`src/hw/rtl/positional_list_insert_delete_defines.svh`:
```
// ----------------------------------------------------------------------------
// Positional list assertion macros
// Shorthand for the concurrent checks used inside the positional list RTL.
// ----------------------------------------------------------------------------
`ifndef POSITIONAL_LIST_INSERT_DELETE_DEFINES_SVH
`define POSITIONAL_LIST_INSERT_DELETE_DEFINES_SVH

// Same-cycle implication, disabled while in reset
`define PLID_ASSERT_IMPL(lbl, ante, cons) \
  lbl: assert property (@(posedge clk_i) disable iff (!rst_ni) (ante) |-> (cons)) \
    else $error("positional list check failed");

// Next-cycle implication, disabled while in reset
`define PLID_ASSERT_NEXT(lbl, ante, cons) \
  lbl: assert property (@(posedge clk_i) disable iff (!rst_ni) (ante) |=> (cons)) \
    else $error("positional list check failed");

`endif

```
`src/hw/rtl/plid_pkg.sv`:
```
// ----------------------------------------------------------------------------
// plid_pkg
// Operation codes, status codes and sequencer states of the positional list.
// ----------------------------------------------------------------------------
`timescale 1ns / 1ps
`default_nettype none

package plid_pkg;

  // Request operations
  typedef enum logic [2:0] {
    FN_READ     = 3'd0,
    FN_INS_HEAD = 3'd1,
    FN_INS_TAIL = 3'd2,
    FN_INS_POS  = 3'd3,
    FN_DELETE   = 3'd4
  } plid_func_e;

  // Result status
  typedef enum logic [1:0] {
    STAT_DONE   = 2'd0,
    STAT_BADPOS = 2'd1,
    STAT_FULL   = 2'd2
  } plid_status_e;

  // Sequencer states
  typedef enum logic [2:0] {
    S_IDLE,
    S_DECODE,
    S_MOVE_RD,
    S_MOVE_WR,
    S_PUT,
    S_READ_WAIT,
    S_FINISH
  } plid_state_e;

  localparam int unsigned DataW  = 32;
  localparam int unsigned CountW = 5;

endpackage

`default_nettype wire

```
`src/hw/rtl/plid_ram.sv`:
```
// ----------------------------------------------------------------------------
// plid_ram
// Simple dual-port RAM: one write port, one read port with registered data.
// ----------------------------------------------------------------------------
`timescale 1ns / 1ps
`default_nettype none

module plid_ram #(
  parameter int unsigned Width = 32,
  parameter int unsigned Depth = 16,
  parameter int unsigned AddrW = (Depth > 1) ? $clog2(Depth) : 1
) (
  input  logic             clk_i,
  input  logic             we_i,
  input  logic [AddrW-1:0] waddr_i,
  input  logic [Width-1:0] wdata_i,
  input  logic [AddrW-1:0] raddr_i,
  output logic [Width-1:0] rdata_o
);

  logic [Width-1:0] mem_q [Depth];

  // Write port
  always_ff @(posedge clk_i) begin
    if (we_i) begin
      mem_q[waddr_i] <= wdata_i;
    end
  end

  // Registered read port
  always_ff @(posedge clk_i) begin
    rdata_o <= mem_q[raddr_i];
  end

endmodule

`default_nettype wire

```
`src/hw/rtl/positional_list_insert_delete.sv`:
```
// Sequencing: a read passes S_DECODE, S_READ_WAIT and S_FINISH; a rejected or unused
// request passes S_DECODE and S_FINISH; each moved entry adds S_MOVE_RD and S_MOVE_WR.
// Throughput: one request at a time; an insert ends in S_PUT, and every entry
// moved goes through the single RAM read port and write port in turn.
// Reset: asynchronous, clears entry count, sequencer and output valid;
// list storage is not cleared and needs no clearing pass.
// ----------------------------------------------------------------------------
// positional_list_insert_delete
// Ordered list of signed 32-bit values in a RAM, with read, insert and delete
// by position; inserts and deletes shift entries one at a time.
// ----------------------------------------------------------------------------
`timescale 1ns / 1ps
`default_nettype none

`include "positional_list_insert_delete_defines.svh"

module positional_list_insert_delete #(
  parameter int unsigned CAPACITY = 16
) (
  input  logic                          clk_i,
  input  logic                          rst_ni,
  input  logic                          in_valid_i,
  output logic                          in_ready_o,
  input  logic [2:0]                    func_i,
  input  logic signed [plid_pkg::DataW-1:0] position_i,
  input  logic signed [plid_pkg::DataW-1:0] item_value_i,
  output logic                          out_valid_o,
  input  logic                          out_ready_i,
  output logic signed [plid_pkg::DataW-1:0] read_value_o,
  output logic [1:0]                    status_o,
  output logic [plid_pkg::CountW-1:0]   entry_count_o
);

  import plid_pkg::*;

  localparam int unsigned AW = (CAPACITY > 1) ? $clog2(CAPACITY) : 1;
  localparam int unsigned CW = $clog2(CAPACITY + 1);

  plid_state_e state_q, state_d;

  logic [2:0]       func_q, func_d;
  logic [DataW-1:0] pos_q, pos_d;
  logic [DataW-1:0] val_q, val_d;
  logic [AW-1:0]    idx_q, idx_d;
  logic [AW-1:0]    tgt_q, tgt_d;
  logic             ins_q, ins_d;
  logic [CW-1:0]    cnt_q, cnt_d;
  logic [DataW-1:0] rv_q, rv_d;
  logic [1:0]       st_q, st_d;

  logic             out_valid_q, out_valid_d;
  logic [DataW-1:0] out_rv_q, out_rv_d;
  logic [1:0]       out_st_q, out_st_d;
  logic [CountW-1:0] out_cnt_q, out_cnt_d;

  logic             ram_we;
  logic [AW-1:0]    ram_waddr;
  logic [DataW-1:0] ram_wdata;
  logic [AW-1:0]    ram_raddr;
  logic [DataW-1:0] ram_rdata;

  logic             in_beat;
  logic             pos_neg;
  logic [DataW-2:0] pos_low;
  logic [DataW-2:0] cnt_wide;
  logic             pos_valid;
  logic             pos_le_cnt;
  logic             pos_head;
  logic             list_full;
  logic [CW-1:0]    last_idx;
  logic [CW-1:0]    idx_ext;
  logic [AW-1:0]    ins_tgt;
  logic             ins_bad;
  logic [CW+CountW-1:0] cnt_pad;

  assign in_ready_o = (state_q == S_IDLE);
  assign in_beat    = in_valid_i && in_ready_o;

  // Position checks against the current count
  assign pos_neg    = pos_q[DataW-1];
  assign pos_low    = pos_q[DataW-2:0];
  assign cnt_wide   = (DataW-1)'(cnt_q);
  assign pos_valid  = !pos_neg && (pos_low < cnt_wide);
  assign pos_le_cnt = !pos_neg && (pos_low <= cnt_wide);
  assign pos_head   = pos_neg || (pos_low == '0);
  assign list_full  = (cnt_q == CW'(CAPACITY));
  assign last_idx   = cnt_q - CW'(1);
  assign idx_ext    = CW'(idx_q);

  // Insert target and range rejection
  always_comb begin
    ins_tgt = '0;
    ins_bad = 1'b0;
    case (func_q)
      FN_INS_TAIL: ins_tgt = cnt_q[AW-1:0];
      FN_INS_POS: begin
        ins_tgt = pos_head ? '0 : pos_q[AW-1:0];
        ins_bad = !pos_head && !pos_le_cnt;
      end
      default: ins_tgt = '0;
    endcase
  end

  // Sequencer: next state, datapath controls, RAM access
  always_comb begin
    state_d   = state_q;
    func_d    = func_q;
    pos_d     = pos_q;
    val_d     = val_q;
    idx_d     = idx_q;
    tgt_d     = tgt_q;
    ins_d     = ins_q;
    cnt_d     = cnt_q;
    rv_d      = rv_q;
    st_d      = st_q;
    ram_we    = 1'b0;
    ram_waddr = idx_q;
    ram_wdata = ram_rdata;
    ram_raddr = ins_q ? (idx_q - AW'(1)) : (idx_q + AW'(1));

    case (state_q)
      S_IDLE: begin
        if (in_beat) begin
          func_d  = func_i;
          pos_d   = position_i;
          val_d   = item_value_i;
          state_d = S_DECODE;
        end
      end
      S_DECODE: begin
        rv_d = '0;
        st_d = STAT_DONE;
        case (func_q)
          FN_READ: begin
            ram_raddr = pos_q[AW-1:0];
            if (pos_valid) begin
              state_d = S_READ_WAIT;
            end else begin
              rv_d    = '1;
              st_d    = STAT_BADPOS;
              state_d = S_FINISH;
            end
          end
          FN_INS_HEAD, FN_INS_TAIL, FN_INS_POS: begin
            if (ins_bad) begin
              st_d    = STAT_BADPOS;
              state_d = S_FINISH;
            end else if (list_full) begin
              st_d    = STAT_FULL;
              state_d = S_FINISH;
            end else begin
              idx_d   = cnt_q[AW-1:0];
              tgt_d   = ins_tgt;
              ins_d   = 1'b1;
              state_d = (cnt_q[AW-1:0] == ins_tgt) ? S_PUT : S_MOVE_RD;
            end
          end
          FN_DELETE: begin
            if (!pos_valid) begin
              st_d    = STAT_BADPOS;
              state_d = S_FINISH;
            end else begin
              idx_d = pos_q[AW-1:0];
              ins_d = 1'b0;
              if (CW'(pos_q[AW-1:0]) == last_idx) begin
                cnt_d   = last_idx;
                state_d = S_FINISH;
              end else begin
                state_d = S_MOVE_RD;
              end
            end
          end
          default: state_d = S_FINISH;
        endcase
      end
      S_MOVE_RD: begin
        // Read the neighbor that moves into the current slot
        state_d = S_MOVE_WR;
      end
      S_MOVE_WR: begin
        ram_we = 1'b1;
        if (ins_q) begin
          idx_d   = idx_q - AW'(1);
          state_d = ((idx_q - AW'(1)) == tgt_q) ? S_PUT : S_MOVE_RD;
        end else begin
          idx_d = idx_q + AW'(1);
          if ((idx_ext + CW'(1)) == last_idx) begin
            cnt_d   = last_idx;
            state_d = S_FINISH;
          end else begin
            state_d = S_MOVE_RD;
          end
        end
      end
      S_PUT: begin
        ram_we    = 1'b1;
        ram_wdata = val_q;
        cnt_d     = cnt_q + CW'(1);
        state_d   = S_FINISH;
      end
      S_READ_WAIT: begin
        rv_d    = ram_rdata;
        state_d = S_FINISH;
      end
      S_FINISH: begin
        if (!out_valid_q || out_ready_i) begin
          state_d = S_IDLE;
        end
      end
      default: state_d = S_IDLE;
    endcase
  end

  // Output register: load on finish when the slot is free, drop on beat
  assign cnt_pad = {{CountW{1'b0}}, cnt_q};

  always_comb begin
    out_valid_d = out_valid_q;
    out_rv_d    = out_rv_q;
    out_st_d    = out_st_q;
    out_cnt_d   = out_cnt_q;
    if (out_valid_q && out_ready_i) begin
      out_valid_d = 1'b0;
    end
    if ((state_q == S_FINISH) && (!out_valid_q || out_ready_i)) begin
      out_valid_d = 1'b1;
      out_rv_d    = rv_q;
      out_st_d    = st_q;
      out_cnt_d   = cnt_pad[CountW-1:0];
    end
  end

  // Control registers
  always_ff @(posedge clk_i or negedge rst_ni) begin
    if (!rst_ni) begin
      state_q     <= S_IDLE;
      cnt_q       <= '0;
      out_valid_q <= 1'b0;
    end else begin
      state_q     <= state_d;
      cnt_q       <= cnt_d;
      out_valid_q <= out_valid_d;
    end
  end

  // Payload registers
  always_ff @(posedge clk_i) begin
    func_q    <= func_d;
    pos_q     <= pos_d;
    val_q     <= val_d;
    idx_q     <= idx_d;
    tgt_q     <= tgt_d;
    ins_q     <= ins_d;
    rv_q      <= rv_d;
    st_q      <= st_d;
    out_rv_q  <= out_rv_d;
    out_st_q  <= out_st_d;
    out_cnt_q <= out_cnt_d;
  end

  // List storage
  plid_ram #(
    .Width (DataW),
    .Depth (CAPACITY)
  ) u_ram (
    .clk_i   (clk_i),
    .we_i    (ram_we),
    .waddr_i (ram_waddr),
    .wdata_i (ram_wdata),
    .raddr_i (ram_raddr),
    .rdata_o (ram_rdata)
  );

  assign out_valid_o   = out_valid_q;
  assign read_value_o  = out_rv_q;
  assign status_o      = out_st_q;
  assign entry_count_o = out_cnt_q;

  // Checks
  `PLID_ASSERT_IMPL(a_cnt_bound, 1'b1, cnt_q <= CW'(CAPACITY))
  `PLID_ASSERT_IMPL(a_full_status, (state_q == S_FINISH) && (st_q == STAT_FULL),
                    list_full)
  `PLID_ASSERT_IMPL(a_move_in_range, (state_q == S_MOVE_RD) || (state_q == S_MOVE_WR),
                    idx_ext < cnt_q || (ins_q && idx_ext == cnt_q))
  `PLID_ASSERT_NEXT(a_beat_decodes, in_beat, state_q == S_DECODE)

endmodule

`default_nettype wire
```
`config.mk`:
```
export PLATFORM = sky130hd
export DESIGN_NAME = positional_list_insert_delete
export DESIGN_NICKNAME = d
export VERILOG_FILES = /design/src/hw/rtl/plid_pkg.sv /design/src/hw/rtl/plid_ram.sv /design/src/hw/rtl/positional_list_insert_delete.sv
export VERILOG_INCLUDE_DIRS = /design/src /design/src/hw/rtl
export SDC_FILE = /design/constraint.sdc
export NUM_CORES = 1
export LEC_CHECK = 0
export ABC_AREA = 1
export ABC_CLOCK_PERIOD_IN_PS = 6830
export BUFFER_PORTS_ARGS = -buffer_cell sky130_fd_sc_hd__clkbuf_2
export CORE_UTILIZATION = 40
export DETAILED_ROUTE_END_ITERATION = 10
export PLACE_DENSITY_LB_ADDON = 0.12
export REMOVE_ABC_BUFFERS = 1
export SLEW_MARGIN = 0
export SYNTH_ARGS = -nofsm -noshare
export SYNTH_HDL_FRONTEND = slang
export SYNTH_SLANG_ARGS = --single-unit
```
`constraint.sdc`:
```
create_clock -name clk_i -period 6.83 [get_ports clk_i]
set_input_delay 1.366 -clock clk_i [delete_from_list [all_inputs] [get_ports clk_i]]
set_output_delay 1.366 -clock clk_i [all_outputs]
set_load 0.005 [all_outputs]
```
==> metrics.txt, run 1 <==
port buffer count 111; post-layout worst setup margin between 2 and 3 ns; Static Leakage roughly 11 nW; # DRC 0; GP Congestion roughly 0.82; startpoint types register; final hold violation count 0; setup bufs post-CTS 0; post-layout net count between 2,000 and 2,500; most common cell after layout, fill and taps aside edfxtp_1; post-synthesis sequential area ratio between 70 and 80%; Worst EP required between 7 and 8 ns; Mapped Area roughly 28,000 µm²; fin util between 40% and 50%; post-route insts no fill 3,081; commonest cells after routing, fill and taps aside 661 x edfxtp_1, 234 x nand2_1, 227 x nor2_1; die area 70,100 µm²; # IOs 112; Core Box Area approximately 68,000 µm²; clk_lat worst skew about 0.61 ns; H-tree depth 3; Overall Power roughly 16 mW; CP arrival about 4.6 ns; clock sinks 702; mean routed wirelength per cell about 23 µm; dpl ws 2.81 ns; worst slew pin tran ~1.4 ns; Critical Path End u_ram.rdata_o[27]$_DFF_P_; proportion of layout cells with a drive suffix above 1 a little over an eighth; R2R cell count 15; initial core utilization approximately 41%; Yosys warnings 0; Period minus WS final roughly 4.0 ns; worst hold margin about 0.42 ns; Critical Path Start state_q[2]$_DFFE_PN0P_; clk buf depth 3; initial antenna violation count 0; DR vias/cell about 5.5; Netlist cell types 38; CTS resizes 0; clk root buf clkbuf_16; register bit total from synthesis 702; synthesized area per cell approximately 13 µm²; Max Slew Vio Count 0; Worst setup EP type register; largest net degree at the start of global routing 176; CTS tree done; Total GRT Usage around 20%; final non-filler cell area roughly 32,000 µm²; Final TNS setup 0 ns; vias in the first global route 16,700; Inst Count DP a little under 3,000; CTS hold repair buffers 0; RSZ-0062 raised after global routing false; global route overflow 0; vias 16,800; Worst-path clk slew roughly 0.060 ns; Reg2Reg Setup Slack roughly 2.8 ns; TritonRoute pass-1 iters 5; Rows 95; status complete, no violations; Ant. Diodes 0; Slew HR between 6 and 7%; PwrDens about 500 nW/µm²; Synth Instances ~2,100; Initial DRC Count 1,410; Max Cap Viol 0; critical path type reg -> reg; CP max FO 74; die span in y 265 µm; fmax 0.250 GHz; period utilization between 50% and 60%; clock skew 0.0244 ns; placed cell area around 29,000 µm²; Final ANT Viol Nets 0; Critical R2R Capture u_ram.rdata_o[27]$_DFF_P_; Worst VDD drop approximately 460 µV; Die Wd between 200 and 300 µm; layout overhead on the synthesized area 14.2%; Inserted Clock Buffers 75; worst hold path class reg -> reg; final setup fails 0; first-pass GRT wire length between 100,000 and 150,000 µm; hpwl dp between 30,000 and 40,000 µm; Reg-to-Reg Start state_q[2]$_DFFE_PN0P_; Routed WL around 70,000 µm
==> critical path, cell delays in order (launching register included) <==
cell and delay, ns:
dfrtp_2 0.38, buf_4 0.31, nor2_4 0.23, nand2_4 0.10, nor2_8 0.16, inv_2 0.12
nand2_2 0.10, o21ai_4 0.05, buf_4 0.31, inv_2 0.09, buf_4 0.50, buf_4 0.76
o21ai_0 0.20, o211ai_1 0.34, nand3_1 0.11, nand2_1 0.07
==> synth_stat cells, drive strengths merged <==
master / number / area (µm²)
o22ai: 2 / 12.5
nor2: 248 / 955
nand4: 3 / 18.8
xor2: 11 / 96.3
xnor2: 8 / 70.1
nand3: 117 / 586
a211oi: 2 / 15.0
clkbuf: 43 / 165
nand3b: 2 / 15.0
o221ai: 59 / 517
a31oi: 3 / 18.8
buf: 80 / 444
clkinv: 2 / 7.51
inv: 70 / 263
or2: 7 / 43.8
o21bai: 61 / 458
ha: 13 / 163
edfxtp: 661 / 19800
mux2i: 1 / 10.0
a21oi: 16 / 80.1
nor3: 4 / 20.0
dfrtp: 9 / 225
dfxtp: 32 / 641
o211ai: 80 / 601
nand2: 238 / 908
o21ai: 280 / 1420
==> layout make-up <==
| type | count | area [µm²] |
|---|---|---|
| inverter | 72 | 270 |
| multi-input combinational | 1155 | 6200 |
| clock buffer | 99 | 2040 |
| sequential | 702 | 20700 |
| fill | 6053 | 36200 |
| timing repair buffer | 146 | 881 |
| clock inverter | 34 | 334 |
| tap | 873 | 1090 |
==> registers in the layout, indices dropped and copies added, names as in the netlist, 4 cells and up <==
name / count
entry_count_o: 5
tgt_q: 4
pos_q: 32
u_ram.mem_q: 512
rv_q: 32
idx_q: 4
u_ram.rdata_o: 32
read_value_o: 32
val_q: 32
cnt_q: 5
==> power breakdown <==
group / internal, mW / switching [mW] / total [mW] / leakage, nW
registers: 5.90 / 0.242 / 6.14 / 6.37
logic: 1.57 / 4.02 / 5.59 / 3.32
clock network: 2.33 / 1.64 / 3.97 / 1.16
total: 9.80 / 5.90 / 15.7 / 10.8
==> worst min path at each step <==
| stage | start | end | cells past startpoint |
|---|---|---|---|
| floorplan | rv_q[0]$_DFFE_PP_ | read_value_o[0]$_DFFE_PP_ | 0 |
| global placement | rv_q[6]$_DFFE_PP_ | read_value_o[6]$_DFFE_PP_ | 0 |
| detailed placement | rv_q[16]$_DFFE_PP_ | read_value_o[16]$_DFFE_PP_ | 0 |
| CTS | rv_q[20]$_DFFE_PP_ | read_value_o[20]$_DFFE_PP_ | 0 |
| global route | rv_q[6]$_DFFE_PP_ | read_value_o[6]$_DFFE_PP_ | 0 |
| finish | rv_q[5]$_DFFE_PP_ | read_value_o[5]$_DFFE_PP_ | 0 |
==> layer usage <==
layer  vias to the layer above  GRT usage, %  wire length (µm)
met5                         -             0                 0
met4                         0          5.66              1380
met3                       102          3.43              3890
met2                       496          32.3             32700
met1                      8422          28.5             31900
li1                       7785             -                 -
==> cells by family (layout without fill, tap and decap cells) <==
| logic type | count (synthesis) | count (layout) | synth area share, % |
|---|---|---|---|
| flip-flops | 702 | 702 | 75.0 |
| AND/OR/NAND/NOR | 619 | 619 | 9.22 |
| AO/OA/AOI/OAI | 503 | 503 | 11.3 |
| buffers and inverters | 195 | 351 | 3.19 |
| XOR/XNOR | 19 | 19 | 0.603 |
| adder cells (fa/ha/maj) | 13 | 13 | 0.589 |
| multiplexers | 1 | 1 | 0.0363 |
Power figures use the tool's default switching activity.
==> inputs of run 2 (changes only) <==
--- a/config.mk
+++ b/config.mk
@@ -7,7 +7,7 @@
 export NUM_CORES = 1
 export LEC_CHECK = 0
 export ABC_AREA = 1
-export ABC_CLOCK_PERIOD_IN_PS = 6830
+export ABC_CLOCK_PERIOD_IN_PS = 3300
 export BUFFER_PORTS_ARGS = -buffer_cell sky130_fd_sc_hd__clkbuf_2
 export CORE_UTILIZATION = 40
 export DETAILED_ROUTE_END_ITERATION = 10
==> constraint.sdc (replaced) <==
create_clock -name clk_i -period 3.3 [get_ports clk_i]
set_input_delay 0.66 -clock clk_i [delete_from_list [all_inputs] [get_ports clk_i]]
set_output_delay 0.66 -clock clk_i [all_outputs]
set_load 0.005 [all_outputs]
==> run 2 against run 1 <==
  * Clock power rose by 110%
  * Clock skew shrank 0.00073 ns
  * Global-route usage up 0.37 points
  * Final cell count rose by 1.3%
  * Setup slack got worse by 2.3 ns
  * Cell area rose by 1.2%
  * Largest cell class unchanged
==> metrics.txt, run 2 (same netlist as run 1, synthesis figures left out) <==
Slew HR 40.2%; die span in y around 260 µm; H-tree depth 3; Worst-path clk slew roughly 0.06 ns; vias approximately 17,000; clock sinks roughly 700; DR vias/cell 5.44; # IOs 112; period utilization around 83%; min-delay src item_value_i[28]; initial core utilization between 40% and 50%; worst slew pin tran 0.895 ns; Worst setup EP type register; CTS tree done; global route overflow 0; clk root buf clkbuf_16; final setup fails 0; worst hold path class in -> reg; die area around 70,000 µm²; status complete, no violations; RSZ-0062 raised after global routing false; Period minus WS final about 2.7 ns; startpoint types register; CTS resizes 0; mean routed wirelength per cell roughly 23 µm; most common cell after layout, fill and taps aside edfxtp_1; fmax 0.365 GHz; clk buf depth 3; Total GRT Usage 20.5%; clk_lat worst skew between 0.6 and 0.7 ns; # DRC 0; max FFs per register a little over 500; Inserted Clock Buffers 76; post-route insts no fill approximately 3,100; port buffer count between 100 and 150; CP arrival about 3.3 ns; critical path type reg -> reg; Endpoint, Worst Hold val_q[28]$_DFFE_PP_; Core Box Area roughly 68,000 µm²; Routed WL slightly above 70,000 µm; layout overhead on the synthesized area 15.6%; post-layout net count about 2,300; GP Congestion around 0.87; CTS hold repair buffers 1; Inst Count DP between 2,000 and 3,000; final hold violation count 0; Hold Path Stages 1; commonest cells after routing, fill and taps aside 661 x edfxtp_1, 234 x nand2_1, 227 x nor2_1; Overall Power 32.7 mW; Die Wd 265 µm; initial antenna violation count 0; setup bufs post-CTS 0; R2R cell count 11; Initial DRC Count about 1,500; largest net degree at the start of global routing 110; PwrDens 1030 nW/µm²; Ant. Diodes 0; clock skew about 0.024 ns; Max Cap Viol 0; Critical R2R Capture u_ram.rdata_o[21]$_DFF_P_; Reg2Reg Setup Slack about 0.56 ns; CP max FO 69; Reg-to-Reg Start idx_q[0]$_DFFE_PP_; placed cell area ~30,000 µm²; Final ANT Viol Nets 0; final non-filler cell area between 30,000 and 40,000 µm²; Rows 95; hpwl dp about 39,000 µm; vias in the first global route between 15,000 and 20,000; proportion of layout cells with a drive suffix above 1 approximately 15%; Static Leakage 11.1 nW; Top reg by flops u_ram.mem_q; first-pass GRT wire length ~110,000 µm; fin util about 47%; Worst VDD drop 900 µV; Worst EP required just under 4 ns; TritonRoute pass-1 iters 5; Max Slew Vio Count 0
run 2: how the worst max path moves through the flow:
stage / from / endpoint / depth (start not counted)
finish: idx_q[0]$_DFFE_PP_ / u_ram.rdata_o[21]$_DFF_P_ / 11
global route: idx_q[0]$_DFFE_PP_ / u_ram.rdata_o[5]$_DFF_P_ / 11
floorplan: state_q[2]$_DFFE_PN0P_ / u_ram.rdata_o[0]$_DFF_P_ / 9
CTS: idx_q[0]$_DFFE_PP_ / u_ram.rdata_o[21]$_DFF_P_ / 11
detailed placement: idx_q[0]$_DFFE_PP_ / u_ram.rdata_o[21]$_DFF_P_ / 11
global placement: idx_q[0]$_DFFE_PP_ / u_ram.rdata_o[6]$_DFF_P_ / 11
run 2: worst max-delay path, cell delays in order (launching register included):
cell      delay (ns)
edfxtp_1        0.61
inv_2           0.15
ha_1            0.40
xnor2_1         0.29
nand2_2         0.11
o21ai_4         0.12
buf_12          0.36
o21ai_1         0.11
o21bai_1        0.16
o211ai_1        0.11
nand3_1         0.11
nand2_1         0.12
run 2: layout make-up:
class	count	area (µm²)
inverter	72	270
sequential	702	20700
timing repair buffer	177	1240
tap	873	1090
clock buffer	101	2080
multi-input combinational	1155	6200
fill	6054	35800
clock inverter	40	315
run 2: power by group:
part / switching, mW / leakage (nW) / internal [mW]
logic: 8.26 / 3.53 / 3.61
registers: 0.472 / 6.37 / 12.2
clock network: 3.44 / 1.17 / 4.75
run 2: routing by layer:
metal | share of wire, % | vias up | GRT usage [%]
met5 | 0 | - | 0
met4 | 2.9 | 0 | 7.08
met3 | 5.0 | 132 | 3.56
met2 | 46 | 456 | 31.8
met1 | 46 | 8525 | 29.3
li1 | - | 7855 | -
run 2: stage by stage:
stage | setup slack [ns] | hold slack, ns | TNS [ns]
2_1_floorplan | -3.50 | 0.364 | -1264.11
3_3_place_gp | 0.668 | 0.402 | 0
3_5_place_dp | 0.614 | 0.406 | 0
4_1_cts | 0.574 | 0.175 | 0
5_1_grt | 0.344 | 0.181 | 0
6_report | 0.559 | 0.210 | 0
==> inputs of run 3 (changes only) <==
--- a/config.mk
+++ b/config.mk
@@ -6,8 +6,8 @@
 export SDC_FILE = /design/constraint.sdc
 export NUM_CORES = 1
 export LEC_CHECK = 0
-export ABC_AREA = 1
-export ABC_CLOCK_PERIOD_IN_PS = 3300
+export ABC_AREA = 0
+export ABC_CLOCK_PERIOD_IN_PS = 2300
 export BUFFER_PORTS_ARGS = -buffer_cell sky130_fd_sc_hd__clkbuf_2
 export CORE_UTILIZATION = 40
 export DETAILED_ROUTE_END_ITERATION = 10
==> constraint.sdc (replaced) <==
create_clock -name clk_i -period 2.3 [get_ports clk_i]
set_input_delay 0.46 -clock clk_i [delete_from_list [all_inputs] [get_ports clk_i]]
set_output_delay 0.46 -clock clk_i [all_outputs]
set_load 0.005 [all_outputs]
==> run 3 against run 2 <==
  * The run now ends with negative setup slack left
  * Combinational power up 80%
  * Worst hold slack got worse by 0.18 ns
  * Sequential share of layout area fell by 6.4 points
  * Wire length is 6.7% higher
  * Area after synthesis is 1.4% lower
  * Global-route usage grew 0.66 points
  * Cell area grew 11%
  * Register-to-register slack got worse by 0.91 ns
  * Via count down 2.3%
  * Synthesized cell count down 16%
  * Sequential power rose by 43%
  * Core utilization grew 5.5 points
  * Critical path type unchanged
  * Largest cell class unchanged
  * Highest routed layer unchanged
==> metrics.txt, run 3 <==
CP max FO 6; post-layout worst setup margin -0.356 ns; # DRC 0; Static Leakage roughly 13 nW; Synth Instances 1,723; synthesized area per cell between 15 and 20 µm²; Worst EP required 2.77 ns; DR vias/cell between 5 and 6; commonest cells after routing, fill and taps aside 661 x edfxtp_1, 241 x nand2_1, 145 x buf_4; vias between 15,000 and 20,000; global route overflow 0; clock skew between 0.02 and 0.025 ns; vias in the first global route ~16,000; die span in y around 260 µm; failing checks negative setup slack; post-synth top area share between 70% and 80%; status finished with violations; mean routed wirelength per cell 25.2 µm; GP Congestion 0.830; Reg2Reg Setup Slack -0.36 ns; Mapped Area about 27,000 µm²; Post-synth EDFFs 661; Period minus WS final around 2.7 ns; Slew HR between 50% and 60%; CP arrival roughly 3.1 ns; final hold violation count 0; initial antenna violation count 0; initial core utilization between 40% and 50%; Core Box Area 67,300 µm²; ys flop type edfxtp_1; fin util 52.6%; post-synthesis sequential area ratio approximately three quarters; register bit total from synthesis 702; clock sinks roughly 700; CTS tree done; PwrDens around 1500 nW/µm²; Initial DRC Count 1,373; Worst-path clk slew ~0.060 ns; most common cell after layout, fill and taps aside edfxtp_1; layout overhead on the synthesized area 30.0%; Multi-input gate area roughly 6700 µm²; clk_lat worst skew between 0.6 and 0.7 ns; hpwl dp roughly 42,000 µm; Netlist cell types 63; Max Cap Viol 0; Final TNS setup -19.57 ns; filler instances 5,511; period utilization 115%; final setup fails 80; first-pass GRT wire length ~110,000 µm; clk buf depth 3; Post-synth ARST share under 10%; Worst VDD drop ~670 µV; top post-synthesis cells by count 661 x edfxtp_1, 248 x nand2_1, 99 x mux2i_1; Worst setup EP type register; post-layout net count 2,194; port buffer count 111; register area slightly above 20,000 µm²; Yosys warnings 0; startpoint types register; Total GRT Usage 21.2%; Inserted Clock Buffers just under 80; clk root buf clkbuf_16; max FFs per register ~510; most area-hungry cell type in the Yosys netlist edfxtp_1; Rows between 90 and 100; largest cells by area after synthesis edfxtp_1 73%, mux2i_1 3.6%, nand2_1 3.4%; dpl ws -0.447 ns; # IOs around 110; Routed WL about 77,000 µm; count leader, synth edfxtp_1; worst slew pin tran roughly 0.7 ns; Ant. Diodes 0; proportion of layout cells with a drive suffix above 1 30.1%; TritonRoute pass-1 iters 5; Max Slew Vio Count 0; die area between 60,000 and 70,000 µm²; RSZ-0062 raised after global routing true; fmax 0.377 GHz; H-tree depth 3; worst hold path class in -> reg; critical path type reg -> reg; largest net degree at the start of global routing 65; Top reg by flops u_ram.mem_q; Final ANT Viol Nets 0; Die Wd around 260 µm
## run 3: what timing repair did
action,in CTS,in global routing
buffers inserted,19,23
hold buffers,39,0
pin swaps,19,30
cloned,10,14
resized for setup,68,106
setup endpoints to repair,211,508
hold endpoints to repair,47,0
## run 3: final timing paths
kind,from,cells after the start,to
setup / recovery,idx_q[0]$_DFFE_PP_,11,u_ram.rdata_o[31]$_DFF_P_
hold / removal,position_i[23],1,pos_q[23]$_DFFE_PP_
setup reg to reg,idx_q[0]$_DFFE_PP_,11,u_ram.rdata_o[31]$_DFF_P_
hold reg to reg,rv_q[7]$_DFFE_PP_,0,read_value_o[7]$_DFFE_PP_
max in group asynchronous,rst_ni,2,cnt_q[2]$_DFFE_PN0P_
min in group asynchronous,rst_ni,2,cnt_q[1]$_DFFE_PN0P_
## run 3: cells by family after synthesis
kind of cell	Yosys count	share of synthesized area, %
flops	702	76.1
simple gates	428	7.52
compound gates	309	7.93
mux	132	5.01
buf+inv	118	2.16
xor+xnor	21	0.676
fa+ha+maj	13	0.598
## run 3: worst max-delay path, cell delays in order, from the launching register on
cell	delay, ns
edfxtp_1	0.45
buf_6	0.16
buf_6	0.11
ha_4	0.16
mux2i_4	0.20
xnor2_4	0.13
buf_6	0.14
a32oi_4	0.20
buf_12	0.19
buf_6	0.18
a221oi_1	0.06
or4_1	0.52
## run 3: layout make-up
cell class / instances / share of cell area [%]
flip-flops and latches: 702 / 58.5
repair buffers: 412 / 12.1
clock inverters: 33 / 0.979
inverters: 12 / 0.141
multi-input cells: 905 / 18.9
clock buffers: 109 / 6.22
well taps: 873 / 3.09
## run 3: where the power goes
part / internal (mW) / total (mW) / switching [mW]
clock network: 7.37 / 12.4 / 4.99
logic: 9.32 / 21.4 / 12.1
registers: 17.4 / 18.1 / 0.619
## run 3: stage by stage
stage               total power [mW]  cells  hold WS [ns]  area (µm²)
finish                          51.9   3046        0.0274       35400
global placement                35.3   2802         0.341       30800
detailed placement              35.6   2802         0.343       30800
CTS                             49.9   3012     0.0000984       34400
global route                    54.2   3046       0.00470       35400
floorplan                       25.7   1617         0.164       26700
## run 3: layer usage
metal / vias up / global-route usage [%] / part of all wire, %
li1: 7509 / - / -
met1: 8464 / 29.0 / 44
met2: 499 / 34.9 / 48
met3: 114 / 3.56 / 5.3
met4: 0 / 6.02 / 2.5
met5: - / 0 / 0
